==> src/rtl/core/bmp24_to_rgb565_stream_top_macros.svh <==
// ---------------------------------------------------------------------------
// Assertion macros for the BMP to RGB565 stream converter
// Clocked on clk and disabled while rst is high.
// ---------------------------------------------------------------------------
`ifndef BMP24_TO_RGB565_STREAM_TOP_MACROS_SVH
`define BMP24_TO_RGB565_STREAM_TOP_MACROS_SVH

// A property that must hold at every clock edge.
`define BMP565_ASSERT(name, prop, msg) \
  name: assert property (@(posedge clk) disable iff (rst) (prop)) else $error(msg);

// A condition at one edge that implies another at the next edge.
`define BMP565_ASSERT_NEXT(name, ante, cons, msg) \
  name: assert property (@(posedge clk) disable iff (rst) (ante) |=> (cons)) else $error(msg);

`endif

==> src/rtl/core/bmp565_pkg.sv <==
// ---------------------------------------------------------------------------
// bmp565_pkg
// Types, codes and helpers shared by the BMP to RGB565 stream converter.
// ---------------------------------------------------------------------------
package bmp565_pkg;

  typedef enum logic [1:0] {
    PH_HEADER,
    PH_SKIP,
    PH_PIXELS,
    PH_IDLE
  } phase_t;

  // Result status codes.
  localparam logic [1:0] ST_OK        = 2'd0;
  localparam logic [1:0] ST_NOT_BMP   = 2'd1;
  localparam logic [1:0] ST_FORMAT    = 2'd2;
  localparam logic [1:0] ST_TOO_LARGE = 2'd3;

  // Configuration register indexes.
  localparam int CFG_IDX_W  = 1;
  localparam int CFG_DATA_W = 16;
  localparam logic [CFG_IDX_W-1:0] CFG_X_ORIGIN = 1'b0;
  localparam logic [CFG_IDX_W-1:0] CFG_Y_ORIGIN = 1'b1;

  // Header layout: first byte position of each captured field, and the last header byte.
  localparam logic [5:0] HDR_SIG    = 6'd0;
  localparam logic [5:0] HDR_OFFSET = 6'd10;
  localparam logic [5:0] HDR_WIDTH  = 6'd18;
  localparam logic [5:0] HDR_HEIGHT = 6'd22;
  localparam logic [5:0] HDR_PLANES = 6'd26;
  localparam logic [5:0] HDR_BPP    = 6'd28;
  localparam logic [5:0] HDR_COMP   = 6'd30;
  localparam logic [5:0] HDR_LAST   = 6'd33;

  localparam logic [15:0] BMP_SIGNATURE = 16'h4D42;
  localparam logic [15:0] BMP_PLANES    = 16'd1;
  localparam logic [15:0] BMP_BPP       = 16'd24;

  // Positions within a B,G,R triple.
  localparam logic [1:0] TRIPLE_RED = 2'd2;

  typedef struct packed {
    logic restart;
    logic pix_en;
  } pix_ctl_t;

  typedef struct packed {
    logic [15:0] width;
    logic [15:0] height;
    logic        bottom_up;
  } geom_t;

  typedef struct packed {
    logic       valid;
    logic [1:0] code;
  } err_t;

  typedef struct packed {
    logic [15:0] pixel_word;
    logic [15:0] screen_x;
    logic [15:0] screen_y;
    logic [1:0]  status;
    logic        last_item;
  } result_t;

  // RGB565 with its two bytes swapped.
  function automatic logic [15:0] rgb565_swapped(input logic [7:0] blue,
                                                 input logic [7:0] green,
                                                 input logic [7:0] red);
    logic [15:0] w;
    w = {red[7:3], green[7:2], blue[7:3]};
    return {w[7:0], w[15:8]};
  endfunction

endpackage

==> src/rtl/core/bmp565_stream_if.sv <==
// ---------------------------------------------------------------------------
// bmp565 stream interfaces
// File byte channel and pixel result channel, valid/ready handshake.
// ---------------------------------------------------------------------------
interface bmp565_byte_if;
  logic       valid;
  logic       ready;
  logic [7:0] file_byte;
  logic       start_of_file;

  modport source (output valid, file_byte, start_of_file, input ready);
  modport sink   (input valid, file_byte, start_of_file, output ready);
endinterface

interface bmp565_pixel_if;
  logic        valid;
  logic        ready;
  logic [15:0] pixel_word;
  logic [15:0] screen_x;
  logic [15:0] screen_y;
  logic [1:0]  status;
  logic        last_item;

  modport source (output valid, pixel_word, screen_x, screen_y, status, last_item,
                  input ready);
  modport sink   (input valid, pixel_word, screen_x, screen_y, status, last_item,
                  output ready);
endinterface

==> src/rtl/core/bmp565_parse.sv <==
// ---------------------------------------------------------------------------
// bmp565_parse
// Byte counter, header capture, header checks and parse phase control.
// ---------------------------------------------------------------------------
module bmp565_parse #(
  parameter int unsigned MAX_WIDTH  = 1024,
  parameter int unsigned MAX_HEIGHT = 1024
) (
  input  logic                clk,
  input  logic                rst,
  input  logic                step,
  input  logic [7:0]          file_byte,
  input  logic                start_of_file,
  input  logic                at_last,
  output bmp565_pkg::pix_ctl_t ctl,
  output bmp565_pkg::geom_t    geom,
  output bmp565_pkg::err_t     err
);

  bmp565_pkg::phase_t phase, phase_eff, phase_next;
  logic [31:0] byte_index, idx_eff, byte_index_next;
  logic [5:0]  idx6;

  logic [15:0] hdr_sig;
  logic [31:0] hdr_offset;
  logic [31:0] hdr_width;
  logic [31:0] hdr_height;
  logic [15:0] hdr_planes;
  logic [15:0] hdr_bpp;
  logic [23:0] hdr_comp;
  logic [31:0] height_mag;

  logic hdr_done, sig_bad, fmt_bad, size_bad, empty_img, before_pixels;

  // A start mark restarts parsing with the marked byte as byte 0.
  assign phase_eff       = start_of_file ? bmp565_pkg::PH_HEADER : phase;
  assign idx_eff         = start_of_file ? 32'd0 : byte_index;
  assign idx6            = idx_eff[5:0];
  assign byte_index_next = (&idx_eff) ? idx_eff : idx_eff + 32'd1;

  assign height_mag    = hdr_height[31] ? (32'd0 - hdr_height) : hdr_height;
  assign hdr_done      = (idx6 == bmp565_pkg::HDR_LAST);
  assign sig_bad       = (hdr_sig != bmp565_pkg::BMP_SIGNATURE);
  // The top byte of the compression field is the byte arriving now.
  assign fmt_bad       = (hdr_planes != bmp565_pkg::BMP_PLANES) ||
                         (hdr_bpp != bmp565_pkg::BMP_BPP) ||
                         ({file_byte, hdr_comp} != 32'd0);
  assign size_bad      = (hdr_width > 32'(MAX_WIDTH)) || (height_mag > 32'(MAX_HEIGHT));
  assign empty_img     = (hdr_width == 32'd0) || (height_mag == 32'd0);
  assign before_pixels = (idx_eff < hdr_offset);

  assign geom.width     = hdr_width[15:0];
  assign geom.height    = height_mag[15:0];
  assign geom.bottom_up = ~hdr_height[31];

  always_comb begin
    phase_next = phase_eff;
    unique case (phase_eff)
      bmp565_pkg::PH_HEADER: begin
        if (hdr_done) begin
          if (sig_bad || fmt_bad || size_bad || empty_img) begin
            phase_next = bmp565_pkg::PH_IDLE;
          end else begin
            phase_next = bmp565_pkg::PH_SKIP;
          end
        end
      end
      bmp565_pkg::PH_SKIP: begin
        if (!before_pixels) begin
          phase_next = at_last ? bmp565_pkg::PH_IDLE : bmp565_pkg::PH_PIXELS;
        end
      end
      bmp565_pkg::PH_PIXELS: begin
        if (at_last) begin
          phase_next = bmp565_pkg::PH_IDLE;
        end
      end
      bmp565_pkg::PH_IDLE: begin
        phase_next = bmp565_pkg::PH_IDLE;
      end
      default: begin
        phase_next = bmp565_pkg::PH_IDLE;
      end
    endcase
  end

  always_comb begin
    ctl.restart = step && start_of_file;
    ctl.pix_en  = 1'b0;
    err.valid   = 1'b0;
    err.code    = bmp565_pkg::ST_OK;
    unique case (phase_eff)
      bmp565_pkg::PH_HEADER: begin
        err.valid = step && hdr_done && (sig_bad || fmt_bad || size_bad);
        priority if (sig_bad) begin
          err.code = bmp565_pkg::ST_NOT_BMP;
        end else if (fmt_bad) begin
          err.code = bmp565_pkg::ST_FORMAT;
        end else begin
          err.code = bmp565_pkg::ST_TOO_LARGE;
        end
      end
      bmp565_pkg::PH_SKIP: begin
        ctl.pix_en = step && !before_pixels;
      end
      bmp565_pkg::PH_PIXELS: begin
        ctl.pix_en = step;
      end
      default: begin
        ctl.pix_en = 1'b0;
      end
    endcase
  end

  always_ff @(posedge clk) begin
    if (rst) begin
      phase      <= bmp565_pkg::PH_HEADER;
      byte_index <= 32'd0;
    end else if (step) begin
      phase      <= phase_next;
      byte_index <= byte_index_next;
    end
  end

  // Each captured header field byte is written once per file before the checks read it.
  always_ff @(posedge clk) begin
    if (step && phase_eff == bmp565_pkg::PH_HEADER) begin
      if (idx6 < bmp565_pkg::HDR_SIG + 6'd2) begin
        hdr_sig[{idx6[0], 3'b000} +: 8] <= file_byte;
      end
      if (idx6 >= bmp565_pkg::HDR_OFFSET && idx6 < bmp565_pkg::HDR_OFFSET + 6'd4) begin
        hdr_offset[{2'(idx6 - bmp565_pkg::HDR_OFFSET), 3'b000} +: 8] <= file_byte;
      end
      if (idx6 >= bmp565_pkg::HDR_WIDTH && idx6 < bmp565_pkg::HDR_WIDTH + 6'd4) begin
        hdr_width[{2'(idx6 - bmp565_pkg::HDR_WIDTH), 3'b000} +: 8] <= file_byte;
      end
      if (idx6 >= bmp565_pkg::HDR_HEIGHT && idx6 < bmp565_pkg::HDR_HEIGHT + 6'd4) begin
        hdr_height[{2'(idx6 - bmp565_pkg::HDR_HEIGHT), 3'b000} +: 8] <= file_byte;
      end
      if (idx6 >= bmp565_pkg::HDR_PLANES && idx6 < bmp565_pkg::HDR_PLANES + 6'd2) begin
        hdr_planes[{idx6[0], 3'b000} +: 8] <= file_byte;
      end
      if (idx6 >= bmp565_pkg::HDR_BPP && idx6 < bmp565_pkg::HDR_BPP + 6'd2) begin
        hdr_bpp[{idx6[0], 3'b000} +: 8] <= file_byte;
      end
      if (idx6 >= bmp565_pkg::HDR_COMP && idx6 < bmp565_pkg::HDR_LAST) begin
        hdr_comp[{2'(idx6 - bmp565_pkg::HDR_COMP), 3'b000} +: 8] <= file_byte;
      end
    end
  end

endmodule

==> src/rtl/core/bmp565_pixel.sv <==
// ---------------------------------------------------------------------------
// bmp565_pixel
// Triple assembly, row padding skip, column and row counting, pixel output.
// ---------------------------------------------------------------------------
module bmp565_pixel #(
  parameter int unsigned MAX_WIDTH  = 1024,
  parameter int unsigned MAX_HEIGHT = 1024
) (
  input  logic                 clk,
  input  logic                 rst,
  input  bmp565_pkg::pix_ctl_t ctl,
  input  bmp565_pkg::geom_t    geom,
  input  logic [7:0]           file_byte,
  input  logic [15:0]          x_origin,
  input  logic [15:0]          y_origin,
  output logic                 at_last,
  output logic                 pix_valid,
  output bmp565_pkg::result_t  pix_res
);

  localparam int CW = $clog2(MAX_WIDTH + 1);
  localparam int RW = $clog2(MAX_HEIGHT + 1);

  logic [CW-1:0] column_count;
  logic [RW-1:0] row_count;
  logic [1:0]    triple_phase;
  logic [1:0]    pad_count;
  logic [15:0]   held_blue_green;
  logic          col_last, row_last, red_byte;
  logic [15:0]   disp_row;

  assign col_last = (column_count + CW'(1)) == geom.width[CW-1:0];
  assign row_last = (row_count + RW'(1)) == geom.height[RW-1:0];
  assign red_byte = (pad_count == 2'd0) && (triple_phase == bmp565_pkg::TRIPLE_RED);
  assign at_last  = red_byte && col_last && row_last;

  // Bottom-up files start with the lowest screen row.
  assign disp_row = geom.bottom_up ? (geom.height - 16'(row_count) - 16'd1)
                                   : 16'(row_count);

  assign pix_valid          = ctl.pix_en && red_byte;
  assign pix_res.pixel_word = bmp565_pkg::rgb565_swapped(held_blue_green[7:0],
                                                         held_blue_green[15:8], file_byte);
  assign pix_res.screen_x   = x_origin + 16'(column_count);
  assign pix_res.screen_y   = y_origin + disp_row;
  assign pix_res.status     = bmp565_pkg::ST_OK;
  assign pix_res.last_item  = at_last;

  always_ff @(posedge clk) begin
    if (rst || ctl.restart) begin
      column_count <= '0;
      row_count    <= '0;
      triple_phase <= 2'd0;
      pad_count    <= 2'd0;
    end else if (ctl.pix_en) begin
      if (pad_count != 2'd0) begin
        pad_count <= pad_count - 2'd1;
      end else if (triple_phase != bmp565_pkg::TRIPLE_RED) begin
        triple_phase <= triple_phase + 2'd1;
      end else begin
        triple_phase <= 2'd0;
        if (!at_last) begin
          if (col_last) begin
            column_count <= '0;
            row_count    <= row_count + RW'(1);
            pad_count    <= geom.width[1:0];
          end else begin
            column_count <= column_count + CW'(1);
          end
        end
      end
    end
  end

  always_ff @(posedge clk) begin
    if (ctl.pix_en && pad_count == 2'd0 && triple_phase != bmp565_pkg::TRIPLE_RED) begin
      held_blue_green[{triple_phase[0], 3'b000} +: 8] <= file_byte;
    end
  end

endmodule

==> src/rtl/core/bmp24_to_rgb565_stream_top.sv <==
// ---------------------------------------------------------------------------
// bmp24_to_rgb565_stream_top
// Streams a 24-bit uncompressed BMP file in and RGB565 pixels out.
// ---------------------------------------------------------------------------
// Usage:
//   byte_in carries one file byte per item; start_of_file marks byte 0 of a
//   file and restarts parsing. pixel_out carries one pixel per item with its
//   screen position, or a single error item (status not zero, last_item set).
//   The item for the final pixel also has last_item set; after it, or after an
//   error, bytes are taken and dropped until the next start mark.
//   x_origin and y_origin are written through cfg_we/cfg_index/cfg_data
//   while no file is in flight.
// Timing:
//   An accepted byte is held in the input register; its result is then
//   registered in the output register and presented on pixel_out. One byte
//   is taken every cycle while pixel_out does not stall; the single
//   header/pixel update stage lies between the two registers.
// Reset and stall:
//   rst clears the parser, the origins and both valid flags.
//   When pixel_out stalls the result waits in the output register; one more
//   byte then waits in the input register and byte_in.ready falls.
// ---------------------------------------------------------------------------
`include "bmp24_to_rgb565_stream_top_macros.svh"

module bmp24_to_rgb565_stream_top #(
  parameter int unsigned MAX_WIDTH  = 1024,
  parameter int unsigned MAX_HEIGHT = 1024
) (
  input  logic                              clk,
  input  logic                              rst,
  input  logic                              cfg_we,
  input  logic [bmp565_pkg::CFG_IDX_W-1:0]  cfg_index,
  input  logic [bmp565_pkg::CFG_DATA_W-1:0] cfg_data,
  bmp565_byte_if.sink                       byte_in,
  bmp565_pixel_if.source                    pixel_out
);

  logic [15:0] x_origin, y_origin;

  logic       in_valid_q;
  logic [7:0] in_byte_q;
  logic       in_sof_q;

  logic                out_valid_q;
  bmp565_pkg::result_t out_q, res_next;

  logic can_load, advance, at_last, pix_valid;

  bmp565_pkg::pix_ctl_t ctl;
  bmp565_pkg::geom_t    geom;
  bmp565_pkg::err_t     err;
  bmp565_pkg::result_t  pix_res;

  assign can_load      = !out_valid_q || pixel_out.ready;
  assign advance       = in_valid_q && can_load;
  assign byte_in.ready = !in_valid_q || advance;

  always_ff @(posedge clk) begin
    if (rst) begin
      x_origin <= 16'd0;
      y_origin <= 16'd0;
    end else if (cfg_we) begin
      unique case (cfg_index)
        bmp565_pkg::CFG_X_ORIGIN: x_origin <= cfg_data;
        bmp565_pkg::CFG_Y_ORIGIN: y_origin <= cfg_data;
        default: x_origin <= x_origin;
      endcase
    end
  end

  always_ff @(posedge clk) begin
    if (rst) begin
      in_valid_q <= 1'b0;
    end else if (byte_in.valid && byte_in.ready) begin
      in_valid_q <= 1'b1;
    end else if (advance) begin
      in_valid_q <= 1'b0;
    end
  end

  always_ff @(posedge clk) begin
    if (byte_in.valid && byte_in.ready) begin
      in_byte_q <= byte_in.file_byte;
      in_sof_q  <= byte_in.start_of_file;
    end
  end

  bmp565_parse #(
    .MAX_WIDTH  (MAX_WIDTH),
    .MAX_HEIGHT (MAX_HEIGHT)
  ) u_parse (
    .clk           (clk),
    .rst           (rst),
    .step          (advance),
    .file_byte     (in_byte_q),
    .start_of_file (in_sof_q),
    .at_last       (at_last),
    .ctl           (ctl),
    .geom          (geom),
    .err           (err)
  );

  bmp565_pixel #(
    .MAX_WIDTH  (MAX_WIDTH),
    .MAX_HEIGHT (MAX_HEIGHT)
  ) u_pixel (
    .clk       (clk),
    .rst       (rst),
    .ctl       (ctl),
    .geom      (geom),
    .file_byte (in_byte_q),
    .x_origin  (x_origin),
    .y_origin  (y_origin),
    .at_last   (at_last),
    .pix_valid (pix_valid),
    .pix_res   (pix_res)
  );

  always_comb begin
    if (err.valid) begin
      res_next.pixel_word = 16'd0;
      res_next.screen_x   = 16'd0;
      res_next.screen_y   = 16'd0;
      res_next.status     = err.code;
      res_next.last_item  = 1'b1;
    end else begin
      res_next = pix_res;
    end
  end

  always_ff @(posedge clk) begin
    if (rst) begin
      out_valid_q <= 1'b0;
    end else if (can_load) begin
      out_valid_q <= advance && (err.valid || pix_valid);
    end
  end

  always_ff @(posedge clk) begin
    if (advance && (err.valid || pix_valid)) begin
      out_q <= res_next;
    end
  end

  assign pixel_out.valid      = out_valid_q;
  assign pixel_out.pixel_word = out_q.pixel_word;
  assign pixel_out.screen_x   = out_q.screen_x;
  assign pixel_out.screen_y   = out_q.screen_y;
  assign pixel_out.status     = out_q.status;
  assign pixel_out.last_item  = out_q.last_item;

  `BMP565_ASSERT(a_err_pix_excl, !(err.valid && pix_valid), "error and pixel in one step")
  `BMP565_ASSERT(a_no_overrun, !(in_valid_q && !advance && byte_in.ready), "input overrun")
  `BMP565_ASSERT_NEXT(a_hold_input, in_valid_q && !can_load, in_valid_q, "stalled item lost")
  `BMP565_ASSERT(a_err_shape, !(out_valid_q && out_q.status != bmp565_pkg::ST_OK) || (out_q.last_item && out_q.pixel_word == 16'd0), "bad error item")

endmodule
==> src/flat_wrapper.sv <==
// flat-port wrapper written by rule: the top's interface ports become plain ports
module bmp24_to_rgb565_stream_top_flat 
#(
  parameter int unsigned MAX_WIDTH  = 1024,
  parameter int unsigned MAX_HEIGHT = 1024
)
  (clk, rst, cfg_we, cfg_index, cfg_data, byte_in_valid, byte_in_file_byte, byte_in_start_of_file, byte_in_ready, pixel_out_valid, pixel_out_pixel_word, pixel_out_screen_x, pixel_out_screen_y, pixel_out_status, pixel_out_last_item, pixel_out_ready);
  bmp565_byte_if byte_in_i ();
  bmp565_pixel_if pixel_out_i ();
  input  logic clk;
  input  logic rst;
  input  logic cfg_we;
  input  logic [bmp565_pkg::CFG_IDX_W-1:0] cfg_index;
  input  logic [bmp565_pkg::CFG_DATA_W-1:0] cfg_data;
  input wire logic [$bits(byte_in_i.valid)-1:0] byte_in_valid;
  input wire logic [$bits(byte_in_i.file_byte)-1:0] byte_in_file_byte;
  input wire logic [$bits(byte_in_i.start_of_file)-1:0] byte_in_start_of_file;
  output wire logic [$bits(byte_in_i.ready)-1:0] byte_in_ready;
  output wire logic [$bits(pixel_out_i.valid)-1:0] pixel_out_valid;
  output wire logic [$bits(pixel_out_i.pixel_word)-1:0] pixel_out_pixel_word;
  output wire logic [$bits(pixel_out_i.screen_x)-1:0] pixel_out_screen_x;
  output wire logic [$bits(pixel_out_i.screen_y)-1:0] pixel_out_screen_y;
  output wire logic [$bits(pixel_out_i.status)-1:0] pixel_out_status;
  output wire logic [$bits(pixel_out_i.last_item)-1:0] pixel_out_last_item;
  input wire logic [$bits(pixel_out_i.ready)-1:0] pixel_out_ready;
  assign byte_in_i.valid = byte_in_valid;
  assign byte_in_i.file_byte = byte_in_file_byte;
  assign byte_in_i.start_of_file = byte_in_start_of_file;
  assign byte_in_ready = byte_in_i.ready;
  assign pixel_out_valid = pixel_out_i.valid;
  assign pixel_out_pixel_word = pixel_out_i.pixel_word;
  assign pixel_out_screen_x = pixel_out_i.screen_x;
  assign pixel_out_screen_y = pixel_out_i.screen_y;
  assign pixel_out_status = pixel_out_i.status;
  assign pixel_out_last_item = pixel_out_i.last_item;
  assign pixel_out_i.ready = pixel_out_ready;
  bmp24_to_rgb565_stream_top #(.MAX_WIDTH(MAX_WIDTH), .MAX_HEIGHT(MAX_HEIGHT)) u_core (.clk(clk), .rst(rst), .cfg_we(cfg_we), .cfg_index(cfg_index), .cfg_data(cfg_data), .byte_in(byte_in_i), .pixel_out(pixel_out_i));
endmodule
==> config.mk <==
export PLATFORM = sky130hd
export DESIGN_NAME = bmp24_to_rgb565_stream_top_flat
export DESIGN_NICKNAME = d
export VERILOG_FILES = /design/src/rtl/core/bmp565_pkg.sv /design/src/rtl/core/bmp565_stream_if.sv /design/src/rtl/core/bmp565_parse.sv /design/src/rtl/core/bmp565_pixel.sv /design/src/rtl/core/bmp24_to_rgb565_stream_top.sv /design/src/flat_wrapper.sv
export VERILOG_INCLUDE_DIRS = /design/src /design/src/rtl/core
export SDC_FILE = /design/constraint.sdc
export NUM_CORES = 1
export LEC_CHECK = 0
export BUFFER_PORTS_ARGS = -buffer_cell sky130_fd_sc_hd__buf_2
export CAP_MARGIN = 10
export CORE_ASPECT_RATIO = 0.7
export CORE_UTILIZATION = 30
export DETAILED_ROUTE_END_ITERATION = 12
export PLACE_DENSITY = 0.49
export SKIP_CTS_REPAIR_TIMING = 1
export SLEW_MARGIN = 20
export SYNTH_ARGS = -nofsm -noshare
export SYNTH_HDL_FRONTEND = slang
export SYNTH_SLANG_ARGS = --single-unit
==> constraint.sdc <==
create_clock -name clk -period 6.4 [get_ports clk]
set_input_delay 1.28 -clock clk [delete_from_list [all_inputs] [get_ports clk]]
set_output_delay 1.28 -clock clk [all_outputs]
set_load 0.005 [all_outputs]
==> flow_summary.toml <==
[outcome]
status = "finished, final reports clean"

[worst_setup_path]
cp.required_ns = 6.69
end_kind = "register"
rr_startpoint = "u_core.u_parse.hdr_height[0]$_DFFE_PP_"
worst-path-max-fanout = 10
cp.arrival_ns = 5.51
startpoint_type = "register"
worst-setup-path-type = "reg -> reg"
crit_start = "u_core.u_parse.hdr_height[0]$_DFFE_PP_"

[drt]
wl_per_cell_um = 19.1
drc = 0
first_pass_iters = 6
routed_via_density = 5.04
wl_um = 48100
vias = 12700
drtIter0Drc = 1231
antenna_left = 0

[global_route]
grt_max_degree = 59
overflow = 0
grt_pass1_wl_um = 72900
first_global_vias = 11900
grtUsageTotal_pct = 16.6
antenna_found_initial = 2

[pwr]
p_switching_uw = 1020
peakVddDrop_mv = 0.191
power_frac_seq_pct = 51.9
power_leakage_uw = 0.00704
p_sw_share_pct = 22.6
power.share.clock_pct = 44.6
p_per_area_nw_per_um2 = 233
p_int_uw = 3510
pwr-share-comb_pct = 3.6

[place]
place_congestion = 0.922
dp_hpwl_um = 36800
dp_slack_ns = 1.30
port_buffers = 83
dpl-instance-area_um2 = 18300

[synthesis]
yosysSeqAreaShare_pct = 53.2
yosysTopAreaCellShare_pct = 42.2
synth_commonest_cells = "edfxtp_1, nand2_1, nor2_1"
synthCells = 1663
syn_area_um2 = 17000
avgSynthCellArea_um2 = 10.2
ys_async_sr_fraction_pct = 0
synth_edf_count = 239
yosysWarnings = 0
yosysMostFrequentCell = "edfxtp_1"
synth.area.top_cells = "edfxtp_1, dfxtp_1, ha_1"
ys_seq_elements = 333
synth_flop_cell = "edfxtp_1"
yosysTopAreaCell = "edfxtp_1"
syn_nets = 1779
synth_cell_type_count = 73

[finish]
layout.nets = 1860
syn_to_final_growth_pct = 14.2
drive_gt1_share_pct = 10.6
final_cell_area_um2 = 19400

[clocking]
cts_buffers = 35
cts_tree = "built"
htreeDepth = 2
clock-sinks = 333
cts_buffer_depth = 3
clk_pin_slew_ns = 0.06
clk-insertion-delay-late_ns = 0.54
root_buffer = "clkbuf_16"

[timing]
slew_headroom_pct = 30.2
layout_min_cycle_time_ns = 5.22
worst_slack_ns = 1.18
clock_skew_ns = 0.0300
finalMaxSlewViolations = 0
finalSetupViolations = 0
max_freq_ghz = 0.191
period_share_pct = 81.6
finalHoldViolations = 0
final.setup.tns_ns = 0
worst_slew_pin_slew_ns = 1.03
rsz0062_at_grt = "no"

[floorplan]
die-area_um2 = 57700
die-width_um = 287
die_h_um = 201
start_util_pct = 30.6
core_area_um2 = 55600
io_pins = 84
num_rows = 72

[worst_hold_path]
min_path_type = "reg -> reg"
min-delay-start = "u_core.x_origin[3]$_SDFFE_PP0P_"

[flow_run]
max_cap_viol_count = 0
[stage by stage]
stage               util [%]  hold slack (ns)  power (uW)  std cells
CTS                     34.9            0.464        4580       2509
floorplan                  -            0.441        2470       1663
finish                  35.0            0.461        4530       2511
detailed placement      32.9            0.455        2560       2447
global route            35.0            0.484        4680       2509
global placement        32.9            0.449        2550       2447
[logic make-up after synthesis]
group / Yosys count / share of synthesized area [%]
flip-flops: 333 / 53.2
AND/OR/NAND/NOR: 692 / 20.2
multiplexers: 13 / 0.809
XOR/XNOR: 105 / 5.49
buffers and inverters: 165 / 3.77
adder cells (fa/ha/maj): 85 / 6.38
AO/OA/AOI/OAI: 270 / 10.1
[final cells by class]
class / count / area [um^2]
Tap cell: 740 / 926
Clock inverter: 20 / 199
Inverter: 106 / 398
Antenna cell: 2 / 5.00
Timing Repair Buffer: 103 / 578
Clock buffer: 42 / 902
Multi-Input combinational cell: 1165 / 7370
Sequential cell: 333 / 9060
Fill cell: 5563 / 36100
[layer usage]
metal  track usage, %  routed length, um  vias up
li1                 -                  -     6128
met1             26.7              25500     6091
met2             20.7              17500      388
met3             5.32               4420       48
met4             3.21                653        0
met5                0                  0        -
[cells in the final DEF, fill, tap and decap left out, types with 7 or more instances in the layout]
cell	netlist	routed
a31oi_1	12	12
nor2b_1	42	42
xor2_1	29	29
a21o_1	15	15
or4_1	10	10
o31ai_1	10	10
or2_2	8	8
nor4_1	37	37
a211oi_1	8	7
dfxtp_1	94	94
ha_1	82	82
clkbuf_1	50	7
and2_1	37	37
nor2_1	170	170
o21ai_0	58	58
mux2i_1	7	7
nor4b_1	7	7
edfxtp_1	239	239
inv_1	105	105
clkbuf_16	0	35
xnor2_1	75	75
nand2b_1	15	15
clkinv_2	0	8
nor3b_1	10	10
nor3_1	41	35
and4_1	7	7
and3_1	9	9
o211ai_1	12	12
nand2_1	189	189
nand3_1	46	46
nand4_1	29	29
buf_4	1	19
or3_1	15	15
a21oi_1	90	90
buf_2	2	83
[path summary, 6_finish.rpt]
path | cells after the start | slack, ns | to
max | 20 | 1.18 | u_core.pixel_out.screen_y[14]$_SDFFCE_PP0P_
min | 2 | 0.46 | u_core.x_origin[3]$_SDFFE_PP0P_
max reg2reg | 20 | 1.18 | u_core.pixel_out.screen_y[14]$_SDFFCE_PP0P_
min reg2reg | 2 | 0.46 | u_core.x_origin[3]$_SDFFE_PP0P_
[critical path, cell delays in order (launching register included)]
cell and delay, ns:
edfxtp_1 0.47, inv_1 0.09, ha_1 0.41, nand2b_1 0.18, xnor2_1 0.16, ha_1 0.32, a21o_1 0.21, a21oi_1 0.26
o21bai_1 0.11, a21oi_1 0.28, o21ai_0 0.25, a21o_1 0.24, a211oi_1 0.24, o31ai_1 0.10, ha_1 0.33, nand2_1 0.13
o21ai_0 0.17, a2111oi_0 0.44, nor2_1 0.12, o21a_1 0.20, o311a_1 0.28
[state kept, by name, summed over array words and instances (netlist names), 2 cells and up]
signal,count
u_core.u_parse.byte_index,32
u_core.u_parse.hdr_height,32
u_core.u_parse.hdr_offset,32
u_core.u_parse.hdr_width,32
u_core.u_parse.hdr_comp,24
u_core.pixel_out.pixel_word,16
u_core.pixel_out.screen_x,16
u_core.pixel_out.screen_y,16
u_core.u_parse.hdr_bpp,16
u_core.u_parse.hdr_planes,16
u_core.u_parse.hdr_sig,16
u_core.x_origin,16
u_core.y_origin,16
u_core.u_pixel.column_count,11
u_core.u_pixel.held_blue_green,11
u_core.u_pixel.row_count,11
u_core.in_byte_q,8
u_core.pixel_out.status,2
u_core.u_parse.phase,2
u_core.u_pixel.pad_count,2
u_core.u_pixel.triple_phase,2
[power by group through the flow]
stage / combinational (uW) / sequential, uW / clock, uW
4_1_cts: 161 / 2350 / 2070
3_5_place_dp: 160 / 2400 / 0
6_report: 161 / 2350 / 2020
2_1_floorplan: 93.9 / 2380 / 0
5_1_grt: 178 / 2350 / 2150
3_3_place_gp: 159 / 2400 / 0
Note: power is estimated with default switching activity, not from simulation.
